<file path="config.mk">
export PLATFORM = sky130hd
export DESIGN_NAME = tdt_ctrl
export DESIGN_NICKNAME = d
export VERILOG_FILES = /design/src/rtl/task_dependency_tracker_macros.svh /design/src/rtl/tdt_pkg.sv /design/src/rtl/tdt_ctrl.sv
export SDC_FILE = /design/constraint.sdc
export NUM_CORES = 1
export LEC_CHECK = 0
export ABC_AREA = 1
export BUFFER_PORTS_ARGS = -buffer_cell sky130_fd_sc_hd__buf_2
export CAP_MARGIN = 25
export CELL_PAD_IN_SITES_DETAIL_PLACEMENT = 2
export CELL_PAD_IN_SITES_GLOBAL_PLACEMENT = 2
export CORE_ASPECT_RATIO = 1.1
export CORE_MARGIN = 2
export CORE_UTILIZATION = 16
export DETAILED_ROUTE_END_ITERATION = 6
export GPL_TIMING_DRIVEN = 0
export MAX_ROUTING_LAYER = met4
export PLACE_DENSITY = 0.76
export SLEW_MARGIN = 5
export SYNTH_ARGS = -nofsm -noshare
export SYNTH_HDL_FRONTEND = slang
export SYNTH_SLANG_ARGS = --single-unit
</file>
<file path="constraint.sdc">
create_clock -name clk -period 1 [get_ports clk]
set_input_delay 0 -clock clk [delete_from_list [all_inputs] [get_ports clk]]
set_output_delay 0 -clock clk [all_outputs]
set_load 0.05 [all_outputs]
</file>
<file path="src/rtl/task_dependency_tracker_macros.svh">
// Assertion macros for the task dependency tracker RTL.
// Expects signals named clk and rst in the module that uses them.
`ifndef TASK_DEPENDENCY_TRACKER_MACROS_SVH
`define TASK_DEPENDENCY_TRACKER_MACROS_SVH

// Same-cycle implication, disabled during reset
`define TDT_ASSERT_NOW(lbl, ante, cons, msg) \
  lbl: assert property (@(posedge clk) disable iff (rst) (ante) |-> (cons)) \
    else $error(msg);

// Next-cycle implication, disabled during reset
`define TDT_ASSERT_NEXT(lbl, ante, cons, msg) \
  lbl: assert property (@(posedge clk) disable iff (rst) (ante) |=> (cons)) \
    else $error(msg);

`endif

</file>
<file path="src/rtl/tdt_pkg.sv">
// Package for the task dependency tracker: sizes, codes, payload and
// controller/datapath interface structs. No dependencies.
package tdt_pkg;

  // Sizing
  localparam int NUM_TASKS      = 64;
  localparam int MAX_SUCCESSORS = 16;
  localparam int RESULT_LIMIT   = 16;
  localparam int LIST_CAP       = (MAX_SUCCESSORS < RESULT_LIMIT) ?
                                  MAX_SUCCESSORS : RESULT_LIMIT;
  localparam int TID_W   = 6;
  localparam int PCNT_W  = 6;
  localparam int CNT_W   = $clog2(LIST_CAP + 1);
  localparam int IDX_W   = (LIST_CAP > 1) ? $clog2(LIST_CAP) : 1;
  localparam int TASK_AW = (NUM_TASKS > 1) ? $clog2(NUM_TASKS) : 1;
  localparam int LIST_AW = TASK_AW + IDX_W;
  localparam int LIST_DEPTH = NUM_TASKS << IDX_W;
  localparam logic [PCNT_W-1:0] COUNT_MAX = PCNT_W'(63);

  // Command codes
  localparam logic [1:0] CMD_ADD    = 2'd0;
  localparam logic [1:0] CMD_DONE   = 2'd1;
  localparam logic [1:0] CMD_CLEAR  = 2'd2;
  localparam logic [1:0] CMD_UNUSED = 2'd3;

  // Result status codes
  localparam logic [2:0] STS_OK    = 3'd0;
  localparam logic [2:0] STS_SELF  = 3'd1;
  localparam logic [2:0] STS_DUP   = 3'd2;
  localparam logic [2:0] STS_FULL  = 3'd3;
  localparam logic [2:0] STS_UNDER = 3'd4;

  typedef enum logic [2:0] {
    S_IDLE,
    S_READ,
    S_DECODE,
    S_SCAN,
    S_ADD_END,
    S_WALK,
    S_DRAIN
  } state_t;

  typedef struct packed {
    logic [1:0]       command;
    logic [TID_W-1:0] task_req;
    logic [TID_W-1:0] other_task;
  } req_t;

  typedef struct packed {
    logic [TID_W-1:0]  task_id;
    logic              ready_res;
    logic [PCNT_W-1:0] count;
    logic              has_task;
    logic [2:0]        status;
    logic              is_last;
  } res_t;

  // Controller to datapath
  typedef struct packed {
    logic load;        // capture the request
    logic do_clear;    // clear task and report
    logic do_empty;    // report completion with no successors
    logic do_self;     // report ignored self edge
    logic latch_hdr;   // capture list length and count, reset walk index
    logic scan_issue;  // read next list entry for duplicate search
    logic walk_issue;  // read next list entry for completion walk
    logic add_end;     // finish add edge and report
  } ctrl_t;

  // Datapath to controller
  typedef struct packed {
    logic       req_ok;
    logic [1:0] cmd;
    logic       self_edge;
    logic       n_zero;
    logic       idx_last;
    logic       walk_done;
  } stat_t;

  // Task id to memory address (zero-extend or truncate to TASK_AW)
  function automatic logic [TASK_AW-1:0] task_addr(logic [TID_W-1:0] id);
    logic [TASK_AW+TID_W-1:0] w;
    w = {{TASK_AW{1'b0}}, id};
    return w[TASK_AW-1:0];
  endfunction

endpackage

</file>
<file path="src/rtl/tdt_ctrl.sv">
// Sequencing state machine for the task dependency tracker.
// Depends on tdt_pkg.
module tdt_ctrl
  import tdt_pkg::*;
(
  input  logic  clk,
  input  logic  rst,
  input  logic  start,
  input  stat_t stat,
  output ctrl_t ctrl,
  output logic  busy
);

  state_t state, state_next;

  always_ff @(posedge clk) begin
    if (rst) begin
      state <= S_IDLE;
    end else begin
      state <= state_next;
    end
  end

  // Next state
  always_comb begin
    state_next = state;
    unique case (state)
      S_IDLE: begin
        if (start) state_next = S_READ;
      end
      S_READ: begin
        if (!stat.req_ok || stat.cmd == CMD_CLEAR) state_next = S_IDLE;
        else state_next = S_DECODE;
      end
      S_DECODE: begin
        if (stat.cmd == CMD_ADD) begin
          if (stat.self_edge) state_next = S_IDLE;
          else if (stat.n_zero) state_next = S_ADD_END;
          else state_next = S_SCAN;
        end else begin
          if (stat.n_zero) state_next = S_IDLE;
          else state_next = S_WALK;
        end
      end
      S_SCAN: begin
        if (stat.idx_last) state_next = S_ADD_END;
      end
      S_ADD_END: state_next = S_IDLE;
      S_WALK: begin
        if (stat.idx_last) state_next = S_DRAIN;
      end
      S_DRAIN: begin
        if (stat.walk_done) state_next = S_IDLE;
      end
      default: state_next = S_IDLE;
    endcase
  end

  // Outputs
  always_comb begin
    ctrl = '0;
    busy = (state != S_IDLE);
    unique case (state)
      S_IDLE: ctrl.load = start;
      S_READ: ctrl.do_clear = stat.req_ok && (stat.cmd == CMD_CLEAR);
      S_DECODE: begin
        ctrl.latch_hdr = 1'b1;
        ctrl.do_self   = (stat.cmd == CMD_ADD) && stat.self_edge;
        ctrl.do_empty  = (stat.cmd != CMD_ADD) && stat.n_zero;
      end
      S_SCAN:    ctrl.scan_issue = 1'b1;
      S_ADD_END: ctrl.add_end    = 1'b1;
      S_WALK:    ctrl.walk_issue = 1'b1;
      S_DRAIN:   ;
      default:   ;
    endcase
  end

endmodule

</file>
# Word-level counts from Yosys, hierarchy flattened
# Index checks and enable logic that the tools add are counted.
[op_classes] mux=16 n_reduce_logical=10 n_eq_ne=11
[ops] op="$mux 3" n=9
[ops] op="$pmux 3 s6" n=1
[ops] op="$eq 3x3->1 const B" n=3
[ops] op="$ne 2x2->1 const B" n=4
[ops] op="$eq 3x2->1 const B" n=2
[ops] op="$mux 1" n=5
[ops] op="$reduce_and 4->1" n=1
[ops] op="$eq 3x1->1 const B" n=1
[ops] op="$logic_and 1x1->1" n=3
[ops] op="$logic_not 3->1" n=1
[ops] op="$reduce_bool 3->1" n=1
[ops] op="$eq 2x2->1 const B" n=1
[ops] op="$logic_not 2->1" n=1
[ops] op="$mux 2" n=1
[ops] op="$reduce_bool 2->1" n=1
[ops] op="$logic_not 1->1" n=1
[ops] op="$logic_or 1x1->1" n=1
[totals] in_bits=10 regBits=3

# Longest topological paths before layout
# Gate-level depths: netlist of run 1.
[depth] ltp_word=4 mapped_depth=8 mapped_depth_nobuf=8

# Worst setup path before layout of run 1
# OpenSTA, ideal clock, no wires.
[synth_timing] path_type="reg2out" from="register state[1]" to="output port ctrl[6] (netlist bit)" arrival_time_ns=1.970 slack_ns=-0.970 path_stages_with_launch=4 required_time_ns=1.000 path_cell_list="dfxtp_1 inv_1 nand3_1 nor4_1"
[synth_lines] item="from (decl)" line="tdt_ctrl.sv:14" rtl="state_t state, state_next;"
[synth_lines] item="from (signal assigned)" line="tdt_ctrl.sv:20" rtl="state <= state_next;"
[synth_lines] item="to (decl)" line="tdt_ctrl.sv:10" rtl="output ctrl_t ctrl,"

==> results of run 1 <==
==> worst paths after layout <==
path                    startpoint               endpoint  cells after the start
max          state[2]$_SDFFE_PP0P_                ctrl[5]                      6
min                        stat[1]  state[0]$_SDFFE_PP0P_                      4
max reg2reg  state[2]$_SDFFE_PP0P_  state[0]$_SDFFE_PP0P_                      8
min reg2reg  state[1]$_SDFFE_PP0P_  state[1]$_SDFFE_PP0P_                      2
==> layout make-up <==
cell class                      instances  area, um^2
Fill cell                             244        1230
Multi-Input combinational cell         51         352
Timing Repair Buffer                   29         254
Sequential cell                         3        67.6
Inverter                                9        41.3
Tap cell                               28        35.0
Clock buffer                            4        26.3
Buffer                                  1        11.3
==> cell usage in the layout (no fill, tap or decap), types with 2 or more instances in the layout <==
master	synthesis	routed
nand2_1	21	14
buf_6	1	10
nand2_2	3	9
buf_2	0	9
nor2_4	1	7
buf_4	0	7
nor2_1	12	6
inv_1	8	6
nand3_2	2	4
clkbuf_4	0	3
buf_8	0	3
inv_2	1	2
a21oi_2	0	2
dfxtp_4	0	2
==> power groups by stage <==
stage / Combinational, mW / Clock, mW / Sequential, mW
after floorplan: 0.249 / 0 / 0.145
after global placement: 0.321 / 0 / 0.148
after detailed placement: 0.329 / 0 / 0.149
after CTS: 0.399 / 0.227 / 0.145
after global routing: 0.474 / 0.234 / 0.145
final: 0.442 / 0.216 / 0.143
==> worst max-delay path, stage by stage (launching register included) <==
cell     delay [ps]
dfxtp_4         370
inv_8            70
nand2_4          40
nor2_4          170
inv_2            90
nor2_4          100
buf_8           150
==> per-layer routing <==
| metal | wire length [um] | GRT usage | vias to the layer above |
|---|---|---|---|
| li1 | - | - | 265 |
| met1 | 659 | 0.138 | 251 |
| met2 | 1030 | 0.263 | 9 |
| met3 | 31 | 0.0207 | 0 |
| met4 | 0 | 0.0541 | 0 |
| met5 | 0 | - | - |
==> kinds of logic after synthesis <==
family                 count (synthesis)  synth area share
AOI/OAI and AO/OA                      4            0.0579
buffers and inverters                 10             0.130
and+or+nand+nor                       47             0.638
DFF                                    3             0.174
==> repair_timing <==
| item | CTS | global route |
|---|---|---|
| pin swaps | 3 | 6 |
| endpoints found under the setup margin | 12 | 12 |
| buffers inserted | 7 | 3 |
| hold buffers | 1 | 0 |
| hold endpoints to repair | 3 | 0 |
| gates resized for setup | 26 | 14 |
| gates cloned | 0 | 0 |
==> key figures, run 1 <==
Clock network
  – CTS Buffer Depth: 2
  – Clk_lat worst skew: around 230 ps
  – Root Driver: clkbuf_4
  – Sink Count: 3
  – H-tree Lvls: 1
  – TritonCTS clock tree: built
  – Clk slew on worst S/H paths: 40 ps
  – CTS Buf Count: 3

Die
  – Std cell rows: 17
  – Die area: 2550 um^2
  – # IOs: 19
  – Die width: 48.3 um
  – Core Area: 2020 um^2
  – Die Y-Extent: 52.7 um
  – Starting density of the core: 0.171

Synth
  – Post-Synthesis Cells: 64
  – Synth Cell Area: 345 um^2
  – Syn nets: 74
  – Area leader, netlist: nand2_1
  – Most numerous cell in the Yosys netlist: nand2_1
  – Top post-synthesis cells by count: nand2_1, nor2_1, inv_1
  – Synth Area per Inst: 5.40 um^2
  – Top-area cell type share of the netlist area: 0.228
  – Number of synthesized register bits: 3
  – Ys async rst share: 0
  – Post-synth EDFFs: 0
  – Largest cells by area after synthesis: nand2_1, dfxtp_1, nor2_1, inv_1, nand3_2
  – Post-synthesis sequential area ratio: 0.174
  – Synthesis warning total: 0
  – Netlist cell types: 17
  – Main synth FF type: dfxtp_1

STA
  – Setup Skew: just under 1 ps
  – Min Hold Slack: 115 ps
  – RSZ-0062 raised after global routing: yes
  – Final Hold Viols: 0
  – Setup ws final: -222 ps
  – # setup viols final: 12
  – FMAX: 818 MHz
  – Least-Margin Pin Slew: 494 ps
  – Rel. slew slack: 0.667
  – Sum of negative setup slack: -1930 ps
  – Max Slew Vio Count: 0
  – Post-route clock period utilization: 1.22
  – Min Tclk post-route: ~1200 ps

Hold path
  – Worst Hold Class: in2reg

Power
  – Psw: 360 uW
  – Switching Fraction: 0.448
  – Reg power frac: 0.179
  – Int Pwr: 442 uW
  – Clk pwr share: 0.270
  – Total power: 802 uW
  – Cell area power density: 1020 nW/um^2
  – LEAKAGE: 0.351 nW
  – Combinational cell fraction of total power: 0.552
  – Peak VDD IR: 0.590 mV

Setup path
  – CP Launch Type: flip-flop
  – CP Capture Type: output pin
  – Arr. time, crit path: 1220 ps
  – Req. time, crit path: 1000 ps
  – Type of the worst setup path: reg2out
  – Reg2reg setup slack: -210 ps
  – CP Max Fanout: 5

Finish
  – Nets: 108
  – Fraction of layout cells with a size suffix above 1: 0.649
  – Most flops, register: state
  – Max reg flops: 3
  – Area grow syn2layout: 128%
  – Non-filler instance count after layout: 125
  – Biggest regs: state x3
  – Antenna cell count: 0
  – Fin area: between 700 and 800 um^2
  – Utilization after layout: 0.389

Global routing
  – Pin count of the biggest net entering global routing: 9
  – GRT overflow: 0
  – Total track usage: 0.141
  – Vias in the first global route: 542
  – Initial antenna violation count: 0
  – First-pass GRT wire length: 2370 um

Placement
  – RD Place Congestion: 0.671
  – Pre-CTS WS: -181 ps
  – Placed Cells: 110
  – Post-DP Area: 546 um^2
  – # port buffers: 18
  – Dpl hpwl: 1050 um

Drt
  – Vias after detailed routing: 525
  – # DRC: 0
  – DRT iter0 DRCs: 2
  – Vias per inst: 4.20
  – DRT antenna net count: 0
  – DRT Pass-1 Iters: 3
  – Final WL: around 1700 um
  – DR WL/cell: 13.8 um

Run
  – MaxCap Viol Count: 0

Run status
  – Outcome: complete, but fails checks
  – Violated checks: setup timing
No activity file was read; power rests on OpenSTA's default activity.
==> run 2: changes to the inputs <==
Settings changed: CELL_PAD_IN_SITES_DETAIL_PLACEMENT 2 to 0.
==> key figures, run 2 (synthesized netlist as in run 1, its figures left out) <==
Drt
  – # DRC: 0
  – Final WL: 1050 um
  – DRT iter0 DRCs: 5
  – DR WL/cell: 8.50 um
  – DRT Pass-1 Iters: 4
  – DRT antenna net count: 0
  – Vias after detailed routing: between 400 and 500
  – Vias per inst: roughly 3.9

Die
  – Core Area: just over 2000 um^2
  – Die width: 48.3 um
  – # IOs: 19
  – Die area: 2550 um^2
  – Std cell rows: 17
  – Die Y-Extent: 52.7 um
  – Starting density of the core: 0.171

Global routing
  – Met2 Use GR: 0.158
  – Initial antenna violation count: 0
  – Total track usage: 0.0903
  – Vias in the first global route: a little over 400
  – GRT overflow: 0
  – GR Layer Usage met3: 0.0207
  – Busiest grt layer: met2
  – M1 GR Usage: 0.0852
  – Pin count of the biggest net entering global routing: 9
  – First-pass GRT wire length: 1550 um

Setup path
  – Reg2reg setup slack: -150 ps
  – CP Max Fanout: 6
  – Type of the worst setup path: reg2out
  – Reg2Reg Depth: 9
  – Arr. time, crit path: 1150 ps
  – Req. time, crit path: 1000 ps
  – CP Capture Type: output pin
  – CP Launch Type: flip-flop

Run status
  – Outcome: complete, but fails checks
  – Violated checks: setup timing

STA
  – Max Slew Vio Count: 0
  – RSZ-0062 raised after global routing: yes
  – Setup Skew: 2.87 ps
  – Least-Margin Pin Slew: 416 ps
  – Post-route clock period utilization: 1.15
  – FMAX: 868 MHz
  – # setup viols final: 12
  – Rel. slew slack: 0.720
  – Min Tclk post-route: 1150 ps
  – Final Hold Viols: 0
  – Sum of negative setup slack: -1390 ps
  – Setup ws final: -152 ps

Finish
  – Fraction of layout cells with a size suffix above 1: 0.583
  – Commonest non-fill, non-tap cells in the layout: nand2_1, buf_2, nor2_4, buf_4, buf_6
  – Commonest non-fill, non-tap cell in the layout: nand2_1
  – Fillcell total: around 220
  – Biggest regs: state x3
  – Most flops, register: state
  – Area grow syn2layout: 120%
  – Multi-input gate area: 337 um^2
  – Max reg flops: 3
  – Fin area: 759 um^2
  – Register Area: 68.8 um^2
  – Antenna cell count: 0
  – Nets: between 100 and 150

Clock network
  – CTS Buffer Depth: 2
  – Sink Count: 3
  – H-tree Lvls: 1
  – Root Driver: clkbuf_4
  – TritonCTS clock tree: built
  – Clk slew on worst S/H paths: roughly 40 ps
  – CTS Buf Count: 3
  – Clk_lat worst skew: 230 ps

Placement
  – # port buffers: 18
  – Pre-CTS WS: -132 ps
  – RD Place Congestion: 0.671
  – Post-DP Area: 546 um^2
  – Dpl hpwl: 808 um

Hold path
  – Hold Path Cell Cnt: 4
  – Worst Hold Class: in2reg

Run
  – MaxCap Viol Count: 0

Power
  – LEAKAGE: 0.346 nW
  – Peak VDD IR: roughly 0.56 mV
  – Cell area power density: 1030 nW/um^2
[run 2: changes by cell type in the layout (fill, tap and decap cells not counted), moves of 2 or more]
cell,delta
nand2_1,+5
nand2_2,-5
buf_6,-3
nand3_2,-2
[run 2: critical path: stages (launching register included)]
cell and delay [ps]:
dfxtp_4 360, inv_6 80, nand2_4 50, nor2_4 110, inv_2 80, nor2_4 80
buf_6 160
[run 2: repair_timing]
action	4_1_cts	5_1_grt
pin swaps	3	1
hold endpoints to repair	3	0
hold buffers	1	0
endpoints found under the setup margin	12	12
gates resized for setup	25	8
buffers inserted	7	2
[run 2: final cells by class]
class	instances	area share
Timing Repair Buffer	28	0.315
Buffer	1	0.0198
Tap cell	28	0.0461
Inverter	9	0.0511
Sequential cell	3	0.0906
Clock buffer	4	0.0346
Multi-Input combinational cell	51	0.443
[run 2: layer usage]
metal	vias to the layer above	part of all wire
met4	0	0
met1	208	0.39
met5	-	0
met3	0	0.034
li1	263	-
met2	9	0.57
[run 2: worst paths after layout]
kind                                             from               endpoint
worst max-delay path            state[2]$_SDFFE_PP0P_                ctrl[4]
worst min register to register  state[1]$_SDFFE_PP0P_  state[1]$_SDFFE_PP0P_
worst min-delay path                          stat[1]  state[0]$_SDFFE_PP0P_
worst max register to register  state[2]$_SDFFE_PP0P_  state[1]$_SDFFE_PP0P_
[run 2: where the power goes]
part           leakage, nW  switching, mW  total, mW  internal [mW]
clock               0.0150         0.0630      0.213          0.150
sequential          0.0264         0.0156      0.146          0.131
combinational        0.305          0.254      0.424          0.170
total                0.346          0.333      0.783          0.450
[run 2: metrics by stage]
stage,hold slack (ps),power [mW],util,cells
after floorplan,59.4,0.394,-,64
after global placement,192,0.469,0.270,110
after detailed placement,186,0.469,0.270,110
after CTS,102,0.764,0.355,122
after global routing,138,0.833,0.376,124
final,106,0.783,0.376,124
==> run 3: changes to the inputs <==
Settings changed: CAP_MARGIN 25 to 10, HOLD_SLACK_MARGIN set to 0.03, REMOVE_ABC_BUFFERS set to 1.
==> key figures, run 3 (synthesized netlist as in run 1, its figures left out) <==
Setup path
  – CP Launch Type: flip-flop
  – Type of the worst setup path: reg2out
  – Reg2reg setup slack: -150 ps
  – CP Max Fanout: 5
  – Cells along the critical path: inv_4, nand2_4, nor2_4, inv_2, nor2_2, buf_6
  – Worst path slowest cell: dfxtp_4
  – Req. time, crit path: 1000 ps
  – Arr. time, crit path: 1160 ps
  – Largest stage delay, worst path: 360 ps
  – CP Capture Type: output pin

Clock network
  – CTS Buf Count: 3
  – Root Driver: clkbuf_4
  – Clk slew on worst S/H paths: roughly 40 ps
  – Clk_lat worst skew: 230 ps
  – TritonCTS clock tree: built
  – H-tree Lvls: 1
  – Sink Count: 3
  – CTS Buffer Depth: 2

Die
  – Starting density of the core: 0.171
  – Die Y-Extent: 52.7 um
  – Std cell rows: 17
  – Die area: 2550 um^2
  – Die width: 48.3 um
  – Core Area: 2020 um^2
  – # IOs: 19

Placement
  – RD Place Congestion: 0.739
  – Dpl hpwl: 753 um
  – # port buffers: 18
  – Placed Cells: 109

STA
  – RSZ-0062 raised after global routing: yes
  – Setup Skew: 1.93 ps
  – FMAX: 859 MHz
  – Setup ws final: -165 ps
  – Max Slew Vio Count: 0
  – Least-Margin Pin Slew: 531 ps
  – Final Hold Viols: 0
  – Post-route clock period utilization: 1.16
  – Sum of negative setup slack: -1440 ps
  – # setup viols final: 12
  – Min Tclk post-route: 1160 ps
  – Rel. slew slack: 0.642

Global routing
  – Initial antenna violation count: 0
  – Busiest grt layer: met2
  – Pin count of the biggest net entering global routing: 9
  – Vias in the first global route: 437
  – Total track usage: 0.0884
  – First-pass GRT wire length: 1600 um
  – GRT overflow: 0
  – GR Layer Usage met3: 0
  – M1 GR Usage: 0.0894
  – Met2 Use GR: 0.167

Drt
  – DRT antenna net count: 0
  – # DRC: 0
  – DRT iter0 DRCs: 2
  – DR WL/cell: 8.66 um
  – Final WL: 1070 um
  – Vias after detailed routing: 490
  – DRT Pass-1 Iters: 2
  – Vias per inst: about 4.0

Run status
  – Violated checks: setup timing
  – Outcome: complete, but fails checks

Finish
  – Antenna cell count: 0
  – Nets: 107
  – Most flops, register: state
  – Max reg flops: 3
  – Commonest non-fill, non-tap cell in the layout: nand2_1
  – Biggest regs: state x3
  – Fraction of layout cells with a size suffix above 1: 0.583
  – Commonest non-fill, non-tap cells in the layout: nand2_1, buf_2, buf_4
  – Non-filler instance count after layout: approximately 120
  – Area grow syn2layout: 105%

Power
  – Peak VDD IR: ~0.33 mV
  – Cell area power density: 1050 nW/um^2
  – LEAKAGE: 0.338 nW
  – Total power: 745 uW

Hold path
  – Worst Hold Class: in2reg

Run
  – MaxCap Viol Count: 0
run 3: critical path: cells and delay by family, from the launching register on:
kind | cells | cell delay, ps
buffers and inverters | 3 | 300
DFF | 1 | 360
and+or+nand+nor | 3 | 260
run 3: layout make-up:
class	count	area, um^2
Multi-Input combinational cell	51	307
Tap cell	28	35.0
Timing Repair Buffer	29	233
Inverter	9	36.3
Clock buffer	4	26.3
Fill cell	217	1310
Sequential cell	3	71.3
run 3: worst paths after layout:
check | from | endpoint | depth (start not counted)
max | state[2]$_SDFFE_PP0P_ | ctrl[4] | 6
min | stat[2] | state[0]$_SDFFE_PP0P_ | 5
max reg2reg | state[2]$_SDFFE_PP0P_ | state[1]$_SDFFE_PP0P_ | 8
min reg2reg | state[2]$_SDFFE_PP0P_ | state[2]$_SDFFE_PP0P_ | 3
run 3: metrics by stage:
stage | setup WS [ps] | utilization | hold slack, ps | instance area (um^2)
floorplan | -1040 | - | 69.1 | 334
global placement | -175 | 0.227 | 192 | 459
detailed placement | -175 | 0.227 | 197 | 459
CTS | -199 | 0.321 | 83.5 | 649
global route | -225 | 0.350 | 190 | 708
finish | -165 | 0.350 | 156 | 708
run 3: power by group:
part | total (mW) | internal, mW | leakage (nW) | switching (mW)
clock network | 0.212 | 0.150 | 0.0150 | 0.0628
logic | 0.371 | 0.152 | 0.297 | 0.218
registers | 0.162 | 0.132 | 0.0267 | 0.0298
run 3: layer usage:
metal / vias to the layer above / share of wire
met2: 9 / 0.57
met3: 0 / 0.028
met1: 217 / 0.40
li1: 264 / -
met5: - / 0
met4: 0 / 0
run 3: repair_timing:
item,in CTS,in global routing
hold buffers,1,0
buffers inserted,8,2
gates resized for setup,33,12
pin swaps,9,6
endpoints found under the hold margin,3,0
setup endpoints to repair,12,12
cloned,0,0
